===== config.mk =====
export PLATFORM = sky130hd
export DESIGN_NAME = port_traffic_activity_detector
export DESIGN_NICKNAME = d
export VERILOG_FILES = /design/src/hw/rtl/ptad_pkg.sv /design/src/hw/rtl/port_traffic_activity_detector.sv /design/src/hw/rtl/ptad_in_stage.sv /design/src/hw/rtl/ptad_core.sv /design/src/hw/rtl/ptad_out_stage.sv
export SDC_FILE = /design/constraint.sdc
export NUM_CORES = 1
export LEC_CHECK = 0
export BUFFER_PORTS_ARGS = -buffer_cell sky130_fd_sc_hd__buf_2
export CAP_MARGIN = 40
export CORE_MARGIN = 3
export CORE_UTILIZATION = 40
export CTS_CLUSTER_SIZE = 40
export DETAILED_ROUTE_END_ITERATION = 7
export MAX_ROUTING_LAYER = met4
export PLACE_DENSITY = 0.53
export SYNTH_ARGS = -nofsm -noshare
export SYNTH_HDL_FRONTEND = slang
export SYNTH_HIERARCHICAL = 1
export SYNTH_SLANG_ARGS = --single-unit

===== constraint.sdc =====
create_clock -name clock -period 11.67 [get_ports clock]
set_input_delay 2.334 -clock clock [delete_from_list [all_inputs] [get_ports clock]]
set_output_delay 2.334 -clock clock [all_outputs]
set_load 0.005 [all_outputs]

===== src/hw/rtl/ptad_pkg.sv =====
package ptad_pkg;

   // number of ports that have a stored counter pair
   localparam int PORTS = 8;
   localparam int PORT_IDX_W = (PORTS > 1) ? $clog2(PORTS) : 1;

   localparam int PORT_W = 3;
   localparam int CNT_W = 32;
   localparam int MASK_W = 8;
   localparam int COUNTED_W = 4;
   localparam logic [COUNTED_W-1:0] COUNTED_MAX = '1;

   // request tdata: port, rx_count, tx_count, zero fill to whole bytes
   localparam int REQ_DATA_BITS = PORT_W + 2 * CNT_W;
   localparam int REQ_DATA_W = ((REQ_DATA_BITS + 7) / 8) * 8;
   localparam int RSP_DATA_W = 8;

   localparam int CSR_IDX_W = 1;
   localparam int CSR_DATA_W = 32;

   typedef enum logic [0:0] {
      CMD_CHECK = 1'b0,
      CMD_RESET = 1'b1
   } cmd_type;

   typedef enum logic [CSR_IDX_W-1:0] {
      CSR_WATCH_MASK     = 1'b0,
      CSR_BYTE_THRESHOLD = 1'b1
   } csr_idx_type;

   typedef struct packed {
      cmd_type            command;
      logic [PORT_W-1:0]  port;
      logic [CNT_W-1:0]   rx_count;
      logic [CNT_W-1:0]   tx_count;
      logic               scan_end;
   } item_type;

   typedef struct packed {
      logic active;
      logic no_ports_counted;
   } result_type;

endpackage


===== src/hw/rtl/port_traffic_activity_detector.sv =====
// port traffic activity detector
// one request transfer carries one byte-counter sample of a switch port together
// with a command: check (compare against the stored pair and sum the deltas) or
// reset (reload the stored pair, zero for an unwatched port). tlast marks the last sample of a scan.
// a check transfer with tlast produces one response transfer: active when the
// saturated delta sum reached byte_threshold, no_ports_counted when no port
// contributed. all other requests produce no response.
// path: an accepted request sits in the input register, is worked on as it
// leaves it, and a check with tlast loads its response into the result register.
// throughput: one request per cycle unless a scan-ending request waits for the
// response slot; store read, delta add and threshold compare sit between the two.
// the result register lets new requests flow while a response waits; when the
// receiver stalls, check requests without tlast and reset commands still pass,
// and a scan-ending request holds in the input register until the response slot
// frees, which then back-pressures req_tready.
// reset (synchronous) clears the stored counter pairs, the sum, the port count,
// the watch mask and byte_threshold, and empties both registers.
// csr writes are registered and are expected only while the block is idle.
module port_traffic_activity_detector (
   input  logic                                 clock,
   input  logic                                 reset,
   // request channel
   input  logic                                 req_tvalid,
   output logic                                 req_tready,
   input  logic [ptad_pkg::REQ_DATA_W-1:0]      req_tdata,  // port, rx_count, tx_count, zero fill
   input  logic                                 req_tlast,  // scan_end
   input  logic                                 req_tuser,  // command
   // response channel
   output logic                                 rsp_tvalid,
   input  logic                                 rsp_tready,
   output logic [ptad_pkg::RSP_DATA_W-1:0]      rsp_tdata,  // active, no_ports_counted, zero fill
   // register write port
   input  logic                                 csr_we,
   input  logic [ptad_pkg::CSR_IDX_W-1:0]       csr_index,
   input  logic [ptad_pkg::CSR_DATA_W-1:0]      csr_wdata
);
   import ptad_pkg::*;

   // handoff between the stages
   logic       item_valid;
   item_type   item;
   logic       advance;
   logic       out_ready;
   logic       result_load;
   result_type result;

   // input register, takes a transfer whenever it is free or draining
   ptad_in_stage u_in (
      .clock      (clock),
      .reset      (reset),
      .req_tvalid (req_tvalid),
      .req_tready (req_tready),
      .req_tdata  (req_tdata),
      .req_tlast  (req_tlast),
      .req_tuser  (req_tuser),
      .advance    (advance),
      .item_valid (item_valid),
      .item       (item)
   );

   // counter store, delta sum and registers
   ptad_core u_core (
      .clock       (clock),
      .reset       (reset),
      .csr_we      (csr_we),
      .csr_index   (csr_index),
      .csr_wdata   (csr_wdata),
      .item_valid  (item_valid),
      .item        (item),
      .out_ready   (out_ready),
      .advance     (advance),
      .result_load (result_load),
      .result      (result)
   );

   // response register
   ptad_out_stage u_out (
      .clock       (clock),
      .reset       (reset),
      .result_load (result_load),
      .result      (result),
      .out_ready   (out_ready),
      .rsp_tvalid  (rsp_tvalid),
      .rsp_tready  (rsp_tready),
      .rsp_tdata   (rsp_tdata)
   );

endmodule


===== src/hw/rtl/ptad_in_stage.sv =====
module ptad_in_stage (
   input  logic                                 clock,
   input  logic                                 reset,
   input  logic                                 req_tvalid,
   output logic                                 req_tready,
   input  logic [ptad_pkg::REQ_DATA_W-1:0]      req_tdata,
   input  logic                                 req_tlast,
   input  logic                                 req_tuser,
   input  logic                                 advance,
   output logic                                 item_valid,
   output ptad_pkg::item_type                   item
);
   import ptad_pkg::*;

   logic     valid_ff;
   logic     valid_in;
   item_type item_ff;
   item_type item_in;
   logic     take;

   // register frees up when empty or when the held item moves on
   assign req_tready = !valid_ff || advance;
   assign take = req_tvalid && req_tready;

   always_comb begin
      valid_in = take ? 1'b1 : (advance ? 1'b0 : valid_ff);
      item_in.command = cmd_type'(req_tuser);
      item_in.port = req_tdata[PORT_W-1:0];
      item_in.rx_count = req_tdata[PORT_W +: CNT_W];
      item_in.tx_count = req_tdata[PORT_W+CNT_W +: CNT_W];
      item_in.scan_end = req_tlast;
   end

   always_ff @(posedge clock) begin
      if (reset) begin
         valid_ff <= 1'b0;
      end else begin
         valid_ff <= valid_in;
      end
      if (take) begin
         item_ff <= item_in;
      end
   end

   assign item_valid = valid_ff;
   assign item = item_ff;

endmodule


===== src/hw/rtl/ptad_core.sv =====
module ptad_core (
   input  logic                                 clock,
   input  logic                                 reset,
   input  logic                                 csr_we,
   input  logic [ptad_pkg::CSR_IDX_W-1:0]       csr_index,
   input  logic [ptad_pkg::CSR_DATA_W-1:0]      csr_wdata,
   input  logic                                 item_valid,
   input  ptad_pkg::item_type                   item,
   input  logic                                 out_ready,
   output logic                                 advance,
   output logic                                 result_load,
   output ptad_pkg::result_type                 result
);
   import ptad_pkg::*;

   logic [MASK_W-1:0]    watch_mask_ff;
   logic [CNT_W-1:0]     threshold_ff;
   logic [CNT_W-1:0]     prev_rx_ff [PORTS];
   logic [CNT_W-1:0]     prev_tx_ff [PORTS];
   logic [CNT_W-1:0]     delta_sum_ff;
   logic [CNT_W-1:0]     delta_sum_in;
   logic [COUNTED_W-1:0] counted_ff;
   logic [COUNTED_W-1:0] counted_in;

   logic                  in_range;
   logic                  watched;
   logic [PORT_IDX_W-1:0] idx;
   logic [CNT_W-1:0]      prev_rx;
   logic [CNT_W-1:0]      prev_tx;
   logic                  prev_zero;
   logic [CNT_W-1:0]      d_rx;
   logic [CNT_W-1:0]      d_tx;
   logic [CNT_W+1:0]      sum_wide;
   logic [CNT_W-1:0]      sum_sat;
   logic                  is_check;
   logic                  ends_scan;
   logic                  fire;
   logic                  do_count;
   logic                  store_wr;
   logic [CNT_W-1:0]      store_rx;
   logic [CNT_W-1:0]      store_tx;

   always_comb begin
      in_range = (32'(item.port) < 32'(PORTS));
      watched = in_range && watch_mask_ff[item.port];
      idx = PORT_IDX_W'(item.port);
      prev_rx = prev_rx_ff[idx];
      prev_tx = prev_tx_ff[idx];
      prev_zero = (prev_rx == '0) && (prev_tx == '0);
      is_check = (item.command == CMD_CHECK);
      ends_scan = is_check && item.scan_end;

      // an item with a result waits for space in the result register
      advance = item_valid && (!ends_scan || out_ready);
      fire = advance;

      // wrap-aware deltas, saturating sum
      d_rx = item.rx_count - prev_rx;
      d_tx = item.tx_count - prev_tx;
      sum_wide = {2'b00, delta_sum_ff} + {2'b00, d_rx} + {2'b00, d_tx};
      sum_sat = (sum_wide[CNT_W+1:CNT_W] != 2'b00) ? '1 : sum_wide[CNT_W-1:0];

      do_count = fire && is_check && watched && !prev_zero;

      delta_sum_in = delta_sum_ff;
      counted_in = counted_ff;
      if (do_count) begin
         delta_sum_in = sum_sat;
         if (counted_ff != COUNTED_MAX) begin
            counted_in = counted_ff + 1'b1;
         end
      end

      result.active = (delta_sum_in >= threshold_ff);
      result.no_ports_counted = (counted_in == '0);
      result_load = fire && ends_scan;

      // store update: check on watched port, or reset command on any stored port
      store_wr = fire && in_range && (watched || !is_check);
      store_rx = watched ? item.rx_count : '0;
      store_tx = watched ? item.tx_count : '0;
   end

   always_ff @(posedge clock) begin
      if (reset) begin
         watch_mask_ff <= '0;
         threshold_ff <= '0;
         delta_sum_ff <= '0;
         counted_ff <= '0;
         for (int i = 0; i < PORTS; i++) begin
            prev_rx_ff[i] <= '0;
            prev_tx_ff[i] <= '0;
         end
      end else begin
         if (csr_we) begin
            unique case (csr_idx_type'(csr_index))
               CSR_WATCH_MASK: watch_mask_ff <= csr_wdata[MASK_W-1:0];
               CSR_BYTE_THRESHOLD: threshold_ff <= csr_wdata[CNT_W-1:0];
               default: ;
            endcase
         end
         if (result_load) begin
            delta_sum_ff <= '0;
            counted_ff <= '0;
         end else begin
            delta_sum_ff <= delta_sum_in;
            counted_ff <= counted_in;
         end
         if (store_wr) begin
            prev_rx_ff[idx] <= store_rx;
            prev_tx_ff[idx] <= store_tx;
         end
      end
   end

   // scan totals start over after each reported scan
   assert property (@(posedge clock) disable iff (reset)
      result_load |=> (delta_sum_ff == '0) && (counted_ff == '0))
      else $error("scan totals not cleared after result");

   // a reset command leaves the scan totals alone
   assert property (@(posedge clock) disable iff (reset)
      (fire && !is_check) |=> $stable(delta_sum_ff) && $stable(counted_ff))
      else $error("reset command changed scan totals");

   // nothing is summed without a counted port
   assert property (@(posedge clock) disable iff (reset)
      (counted_ff == '0) |-> (delta_sum_ff == '0))
      else $error("delta sum set with no counted port");

endmodule


===== src/hw/rtl/ptad_out_stage.sv =====
module ptad_out_stage (
   input  logic                                 clock,
   input  logic                                 reset,
   input  logic                                 result_load,
   input  ptad_pkg::result_type                 result,
   output logic                                 out_ready,
   output logic                                 rsp_tvalid,
   input  logic                                 rsp_tready,
   output logic [ptad_pkg::RSP_DATA_W-1:0]      rsp_tdata
);
   import ptad_pkg::*;

   logic       valid_ff;
   logic       valid_in;
   result_type result_ff;

   assign out_ready = !valid_ff || rsp_tready;

   always_comb begin
      valid_in = result_load ? 1'b1 : (rsp_tready ? 1'b0 : valid_ff);
   end

   always_ff @(posedge clock) begin
      if (reset) begin
         valid_ff <= 1'b0;
      end else begin
         valid_ff <= valid_in;
      end
      if (result_load) begin
         result_ff <= result;
      end
   end

   assign rsp_tvalid = valid_ff;
   assign rsp_tdata = {{(RSP_DATA_W-2){1'b0}}, result_ff.no_ports_counted, result_ff.active};

endmodule

# [After elaboration in Yosys (flattened, before gate mapping)]
# Memory sizes are Yosys's and may differ from the RTL's. A register that Yosys moved wholly into a read port is not among the register bits.
# Cells that the tools add are included.
[op_classes] bitwise=2 eq_ne=1 n_reduce_logical=28 n_mux=25 magnitude_cmp=2 n_addsub=5
[ops] op="32-bit two-way mux" count=6
[ops] op="32-bit logical NOT" count=2
[ops] op="32-bit OR reduction" count=2
[ops] op="32-bit subtractor" count=2
[ops] op="34-bit by 32-bit adder with 34-bit output" count=1
[ops] op="32-bit by 32-bit adder with 33-bit output" count=1
[ops] op="32-bit >= comparator" count=1
[ops] op="1-bit two-way mux" count=12
[ops] op="3-bit two-way mux" count=4
[ops] op="1-bit logical AND" count=9
[ops] op="4-bit two-way mux" count=2
[ops] op="2-bit nonzero test" count=3
[ops] op="4-bit by 1-bit adder with 4-bit output (second input constant)" count=1
[ops] op="1-bit logical NOT" count=4
[ops] op="4-bit logical NOT" count=1
[ops] op="1-bit logical OR" count=4
[ops] op="3-bit by 4-bit < comparator with 1-bit output (second input constant)" count=1
[ops] op="4-bit != test (second input constant)" count=1
[ops] op="2-bit AND reduction" count=2
[ops] op="1-bit binary-select mux with 3-bit select" count=1
[ops] op="1-bit NOT" count=2
[ops] op="2-bit OR reduction" count=1
[totals] memories=2 reg_bits=149 output_inout_bits=10 mem_bits_rw=512
[mem_list] name="u_core.prev_rx_ff" words=8 width=32 read_ports=1 rd_ports_with_merged_regs=1 write_ports=8 line="ptad_core.sv:18" source="logic [CNT_W-1:0] prev_rx_ff [PORTS];"
[mem_list] name="u_core.prev_tx_ff" words=8 width=32 read_ports=1 rd_ports_with_merged_regs=1 write_ports=8 line="ptad_core.sv:19" source="logic [CNT_W-1:0] prev_tx_ff [PORTS];"

# [Depth between registers and ports, before layout]
# Gate-level depths: netlist (run 1).
[depth] depth_word=11 mapped_depth=43 ltp_nobuf=37

# [By module]
# Netlist (run 1), hierarchy kept.
[modules_own_cells] module="ptad_core" instances=1 area_per_inst_um2=31396.4 cells_each=2676
[modules_own_cells] module="ptad_in_stage" instances=1 area_per_inst_um2=2127.0 cells_each=74
[modules_own_cells] module="ptad_out_stage" instances=1 area_per_inst_um2=155.1 cells_each=13

# [Least setup slack after synthesis (run 1)]
# Ideal clock, no wire load.
[synth_timing] kind="register to register" from="reg u_in.item_ff, in the netlist u_in/item[66]" to="reg u_out.result_ff, in the netlist u_out/rsp_tdata[0], data pin" arrival_time_ns=8.452 required_ns=11.416 path_buffers=6 path_stages_with_launch=41 slack_ns=2.964 path_cell_list="edfxtp_1 -> clkbuf_1 -> inv_2 -> buf_1 -> buf_1 -> clkbuf_1 -> mux2i_1 -> fa_1 -> a21oi_1 -> o211ai_1 -> a31o_2 -> a21o_1 -> a221o_1 -> a21oi_1 -> o21bai_1 -> a21oi_1 -> xor2_1 -> fa_1 -> (+5 left out) -> a211oi_1 -> o31a_1 -> o311ai_0 -> a41o_1 -> or2_2 -> buf_4 -> buf_4 -> o22a_1 -> ha_1 -> a21o_1 -> a21o_1 -> a21o_1 -> a21o_1 -> a21oi_1 -> o21ai_0 -> nor2_1 -> a21oi_1 -> a21o_1"
[synth_rtl] item="start: declaration" line="ptad_in_stage.sv:17" source="item_type item_ff;"
[synth_rtl] item="start signal: assignment" line="ptad_in_stage.sv:41" source="item_ff <= item_in;"
[synth_rtl] item="end signal: assignment" line="ptad_out_stage.sv:30" source="result_ff <= result;"
[synth_rtl] item="end: declaration" line="ptad_out_stage.sv:15" source="result_type result_ff;"

==> metrics.txt, run 1 <==
RR Startpoint u_in/item[65]$_DFFE_PP_; Post-layout nets 3138; combinational power share 27.6%; Port-buffer cells 110; DR pass1 iterations 5; share of the synthesized area in the top cell type 52.0%; IO Pins 122; Ys Warns 6; max cap viols 0; worst-case reg-to-reg path depth 35; Main synth FF type edfxtp_1; CP max-delay cell a2111oi_0; initial antenna violation count 0; Gate Count Post-Synth 2763; Psw 2.28 mW; # rows 105; Core ar. 82800 um2; RR Endpoint u_out/rsp_tdata[0]$_DFFE_PP_; grt total ovfl 0; CTS tree done; clock tree buffer depth 3; clock sink count 661; syn_area_per_cell 12.2 um2; Crit Path Max Fanout 37; period utilization 87.3%; Clock power frac 34.6%; crit path launch type register; final worst setup slack 1.48 ns; max incr delay on CP 0.79 ns; Placed Instances 3856; H-tree levels 3; ys async rst share 0%; clk_lat worst skew 0.64 ns; leading area contributor after synthesis edfxtp_1; Power Dens Cells 188 nW/um2; post-synth cell types 70; HP Class register to register; antenna-violating nets left 0; Fmax 98.1 MHz; synth top area cells edfxtp_1, mux4_2, nor2_1; Hold Fails Final Rpt 0; VDD IR-drop max 0.116 mV; Placer Congestion 0.933; first-pass GRT wire length 151000 um; LEAKAGE 14.1 nW; CP startpoint u_in/item[65]$_DFFE_PP_; Post-DP HPWL 69400 um; vias 22899; post-route DRC violation count 0; EDFF count, synth 583; WL per Instance 26.1 um; crit path capture type register; Area Growth Syn to Fin 13.3%; fillcell total 7547; Internal 4.92 mW; hold buffer count at cts 0; Reg power frac 37.8%; # resized after CTS 0; Yosys reg bits 661; post-CTS setup buffers 0; Layout Skew 0.0234 ns; GRT Total Usage 24.5%; WP data required 12.06 ns; cell with the most instances after synthesis nor2_1; Initial Util 40.7%; status finished clean; Post-Place Worst Slack 1.59 ns; Clock Tree Root clkbuf_16; clock transition at the registers of the reported paths 0.06 ns; area of placed instances 35500 um2; Final Max Tran Viols 0; mapped cell area 33700 um2; CP Class register to register; CP endpoint u_out/rsp_tdata[0]$_DFFE_PP_; pin count of the biggest net entering global routing 59; share of cells above drive strength 1 16.0%; die area 87700 um2; Finished Layout Cells 3995; height of the die 296 um; setup_tns 0 ns; cell mode on critical path a21o_1; Reg2Reg Setup Slack 1.48 ns; area of the multi-input gates 13500 um2; wirelength, routed 104000 um; Rel. slew slack 37.5%; initial detailed-routing violation count 2124; critical path arrival 10.58 ns; cell area after layout 38200 um2; min cycle time layout 10.19 ns; unrepaired setup endpoints after global routing false; # setup viols final 0; average vias per placed instance 5.73; Die W 296 um; Sw Share 31.7%; Post-synth top cells nor2_1, edfxtp_1, nand2_1; sequential-to-total area share from yosys stat 56.6%; Least-Margin Pin Slew 0.938 ns; CTS buffer count 74; via count of the first global-routing pass 22678; Reg area 19100 um2
worst min path at each step:
stage                                         startpoint                                    to  slack, ns  cells past startpoint
floorplan           u_core/threshold_ff[10]$_SDFFE_PP0P_  u_core/threshold_ff[10]$_SDFFE_PP0P_       0.44                      2
global placement    u_core/threshold_ff[18]$_SDFFE_PP0P_  u_core/threshold_ff[18]$_SDFFE_PP0P_       0.45                      2
detailed placement  u_core/threshold_ff[22]$_SDFFE_PP0P_  u_core/threshold_ff[22]$_SDFFE_PP0P_       0.45                      2
CTS                  u_core/threshold_ff[1]$_SDFFE_PP0P_   u_core/threshold_ff[1]$_SDFFE_PP0P_       0.46                      2
global route         u_core/threshold_ff[1]$_SDFFE_PP0P_   u_core/threshold_ff[1]$_SDFFE_PP0P_       0.47                      2
finish               u_core/threshold_ff[1]$_SDFFE_PP0P_   u_core/threshold_ff[1]$_SDFFE_PP0P_       0.46                      2
layout make-up:
type	count	area share, %
Antenna cell	1	0.00656
Clock buffer	91	5.21
Clock inverter	47	1.67
Inverter	159	1.57
Multi-Input combinational cell	1802	35.3
Sequential cell	661	50.0
Tap cell	1070	3.51
Timing Repair Buffer	164	2.77
kinds of logic (layout without fill, tap and decap cells):
group	Yosys count	count (layout)	synth area share, %
AO/OA/AOI/OAI	391	391	7.92
adder cells (fa/ha/maj)	164	164	6.87
XOR/XNOR	80	80	2.08
flip-flops	661	661	56.6
multiplexers	202	202	10.8
other	1	7	0.0111
buffers and inverters	305	461	3.75
AND/OR/NAND/NOR	959	959	12.0
cells in the final DEF, fill, tap and decap left out, drive strengths merged, types with 5 or more instances in the layout:
cell	synthesis	final
nor2	589	589
edfxtp	583	583
nand2	193	193
buf	72	164
inv	159	160
ha	129	129
mux4	128	128
a21oi	126	126
clkbuf	74	91
dfxtp	78	78
mux2i	73	73
a21o	53	53
o21ai	47	47
xnor2	47	47
nor4	37	37
fa	35	35
xor2	33	33
clkinv	0	33
o21a	23	23
nand2b	23	23
o221a	20	20
nand4	19	19
nor3	19	19
o22a	18	18
nand3	18	18
and3	15	15
a211oi	13	13
bufinv	0	12
or2	12	12
nor2b	12	12
a31oi	12	12
o211ai	10	10
o21bai	10	10
o31ai	8	8
a211o	7	7
o211a	6	6
conb	1	6
and2	6	6
a311oi	5	5
power by group through the flow:
stage	registers [mW]	clock network (mW)	logic, mW
6_report	2.72	2.49	1.98
5_1_grt	2.72	2.64	2.20
4_1_cts	2.72	2.55	1.97
3_5_place_dp	2.77	0	1.96
3_3_place_gp	2.76	0	1.94
2_1_floorplan	2.74	0	1.44
per-layer routing:
layer / up-vias / routed length [um] / global-route usage (%)
li1: 10251 / - / -
met1: 11580 / 45100 / 33.2
met2: 910 / 48800 / 38.4
met3: 158 / 6770 / 3.04
met4: 0 / 3440 / 8.19
met5: - / 0 / -
per-stage QoR:
step	utilization [%]	hold slack, ns	power, mW
5_1_grt	46.1	0.473	7.56
3_5_place_dp	42.9	0.449	4.73
3_3_place_gp	42.8	0.446	4.71
4_1_cts	46.1	0.460	7.24
6_report	46.1	0.457	7.19
2_1_floorplan	-	0.436	4.18
critical path: cells and delay by family (launching register included):
| kind | cells | cell delay, ns |
|---|---|---|
| buffers and inverters | 4 | 0.98 |
| AND/OR/NAND/NOR | 4 | 0.72 |
| adder cells (fa/ha/maj) | 4 | 1.66 |
| XOR/XNOR | 1 | 0.29 |
| multiplexers | 2 | 1.09 |
| AO/OA/AOI/OAI | 20 | 4.77 |
| flip-flops | 1 | 0.40 |
registers in the layout (all words and copies together), names as in the netlist:
register	count
u_out/rsp_tdata	2
u_core/delta_sum_ff	32
u_core/prev_tx_ff	256
u_core/watch_mask_ff	8
u_core/threshold_ff	32
u_core/counted_ff	4
u_core/prev_rx_ff	256
u_in/item	69
u_out/rsp_tvalid	1
u_in/item_valid	1
Power figures use the tool's default switching activity.
==> inputs of run 2 (changes only) <==
--- a/config.mk
+++ b/config.mk
@@ -11,7 +11,6 @@
 export CORE_UTILIZATION = 40
 export CTS_CLUSTER_SIZE = 40
 export DETAILED_ROUTE_END_ITERATION = 7
-export MAX_ROUTING_LAYER = met4
 export PLACE_DENSITY = 0.53
 export SYNTH_ARGS = -nofsm -noshare
 export SYNTH_HDL_FRONTEND = slang
==> constraint.sdc (replaced) <==
create_clock -name clock -period 12.8 [get_ports clock]
set_input_delay 2.56 -clock clock [delete_from_list [all_inputs] [get_ports clock]]
set_output_delay 2.56 -clock clock [all_outputs]
set_load 0.005 [all_outputs]
==> metrics.txt, run 2 (synthesis results as in run 1) <==
Power Dens Cells 170 nW/um2 (was 188 nW/um2); # setup viols final 0 (unchanged); DR pass1 iterations 6 (was 5); via count of the first global-routing pass 22771 (was 22678); wirelength, routed 103000 um (was 104000 um); Bufs and invs on worst path 4 (unchanged); initial detailed-routing violation count 1992 (was 2124); clk_lat worst skew 0.63 ns (was 0.64 ns); Core ar. 82800 um2 (unchanged); LEAKAGE 14.0 nW (was 14.1 nW); CP delay by family, top compound AO/OA/AOI/OAI gates (unchanged); # rows 105 (unchanged); Least-Margin Pin Slew 0.888 ns (was 0.938 ns); GRT Total Usage 23.4% (was 24.5%); Post-layout nets 3141 (was 3138); first-pass GRT wire length 149000 um (was 151000 um); hold buffer count at cts 0 (unchanged); pin count of the biggest net entering global routing 55 (was 59); vias 22751 (was 22899); CTS buffer count 77 (was 74); total power 6.48 mW (was 7.19 mW); Crit Path Max Fanout 31 (was 37); H-tree levels 3 (unchanged); average vias per placed instance 5.70 (was 5.73); HP Class register to register (unchanged); Rel. slew slack 39.3% (was 37.5%); Sw Share 31.7% (about the same); cell mode on critical path a21oi_1 (was a21o_1); Placer Congestion 0.890 (was 0.933); initial antenna violation count 1 (was 0); WL per Instance 25.7 um (was 26.1 um); setup_tns 0 ns (unchanged); WP data required 13.17 ns (was 12.06 ns); Reg power frac 38.2% (was 37.8%); post-CTS setup buffers 0 (unchanged); die area 87700 um2 (unchanged); post-route DRC violation count 0 (unchanged); crit path capture type register (unchanged); Hold Fails Final Rpt 0 (unchanged); Fmax 93.3 MHz (was 98.1 MHz); Area Growth Syn to Fin 12.9% (was 13.3%); Final Max Tran Viols 0 (unchanged); Hold WS 0.460 ns (was 0.457 ns); grt total ovfl 0 (unchanged); min cycle time layout 10.72 ns (was 10.19 ns); Die W 296 um (unchanged); share of cells above drive strength 1 15.7% (was 16.0%); max cap viols 0 (unchanged); combinational power share 27.9% (was 27.6%); max incr delay on CP 0.82 ns (was 0.79 ns); most frequent cells in the layout nor2_1, edfxtp_1, nand2_1 (unchanged); CP Class register to register (unchanged); CTS tree done (unchanged); Ant. Diodes 0 (was 1); height of the die 296 um (unchanged); CP max-delay cell edfxtp_1 (was a2111oi_0); crit path launch type register (unchanged); # resized after CTS 0 (unchanged); Layout Skew 0.0262 ns (was 0.0234 ns); Clock power frac 33.8% (was 34.6%); unrepaired setup endpoints after global routing false (unchanged); IO Pins 122 (unchanged); commonest non-fill, non-tap cell in the layout nor2_1 (unchanged); Clock Tree Root clkbuf_16 (unchanged); Psw 2.05 mW (was 2.28 mW); Port-buffer cells 110 (unchanged); clock sink count 661 (unchanged); clock transition at the registers of the reported paths 0.06 ns (about the same); clock tree buffer depth 3 (unchanged); Post-DP HPWL 68800 um (was 69400 um); critical path arrival 11.08 ns (was 10.58 ns); Initial Util 40.7% (unchanged); period utilization 83.7% (was 87.3%); status finished clean (unchanged); VDD IR-drop max 0.102 mV (was 0.116 mV); antenna-violating nets left 0 (unchanged); Internal 4.43 mW (was 4.92 mW)
-- run 2: cell types whose count changed in the layout (fill, tap and decap cells not counted), moves of 2 or more --
cell,delta
clkinv_4,-3
clkinv_16,-2
clkinv_2,-6
clkbuf_1,+4
clkinvlp_4,+5
bufinv_16,-3
clkinv_1,+5
-- run 2: through the flow --
step                      setup slack, ns  instances  util (%)  area [um2]
final                                2.08       3994      46.0       38000
after global routing                 1.36       3994      46.0       38000
after floorplan                      4.09       2768         -       33700
after CTS                            2.05       3994      46.0       38000
after detailed placement             2.12       3856      42.9       35500
after global placement               2.10       3848      42.8       35400
-- run 2: cell type report --
class	count	area (um2)
clock inverter	42	483
tap	1070	1340
timing repair buffer	164	1050
multi-input combinational	1802	13500
sequential	661	19100
fill	7534	44700
clock buffer	96	2030
inverter	159	599
-- run 2: worst register-to-register path: cells and delay by family (launching register included) --
family / cells / cell delay [ns]
AND/OR/NAND/NOR: 3 / 0.66
flip-flops: 1 / 0.82
XOR/XNOR: 1 / 0.49
multiplexers: 2 / 0.92
adder cells (fa/ha/maj): 4 / 1.35
AO/OA/AOI/OAI: 22 / 5.08
buffers and inverters: 4 / 1.16
-- run 2: worst paths after layout --
path,slack [ns],depth (start not counted),startpoint,end
max,2.08,36,u_in/item[65]$_DFFE_PP_,u_out/rsp_tdata[0]$_DFFE_PP_
max reg2reg,2.08,36,u_in/item[65]$_DFFE_PP_,u_out/rsp_tdata[0]$_DFFE_PP_
min,0.46,2,u_core/threshold_ff[2]$_SDFFE_PP0P_,u_core/threshold_ff[2]$_SDFFE_PP0P_
min reg2reg,0.46,2,u_core/threshold_ff[2]$_SDFFE_PP0P_,u_core/threshold_ff[2]$_SDFFE_PP0P_
-- run 2: power by group through the flow --
stage / Clock [mW] / Sequential [mW] / Combinational (mW)
floorplan: 0 / 2.50 / 1.31
detailed placement: 0 / 2.52 / 1.79
CTS: 2.25 / 2.48 / 1.80
finish: 2.19 / 2.48 / 1.81
global placement: 0 / 2.52 / 1.77
global route: 2.33 / 2.48 / 2.01
-- run 2: routing by layer --
| metal | up-vias | GRT usage, % | share of wire (%) |
|---|---|---|---|
| met5 | - | 0 | 0.013 |
| met4 | 2 | 8.32 | 3.6 |
| met3 | 190 | 4.14 | 7.4 |
| met2 | 891 | 38.7 | 48 |
| met1 | 11425 | 31.1 | 41 |
| li1 | 10243 | - | - |
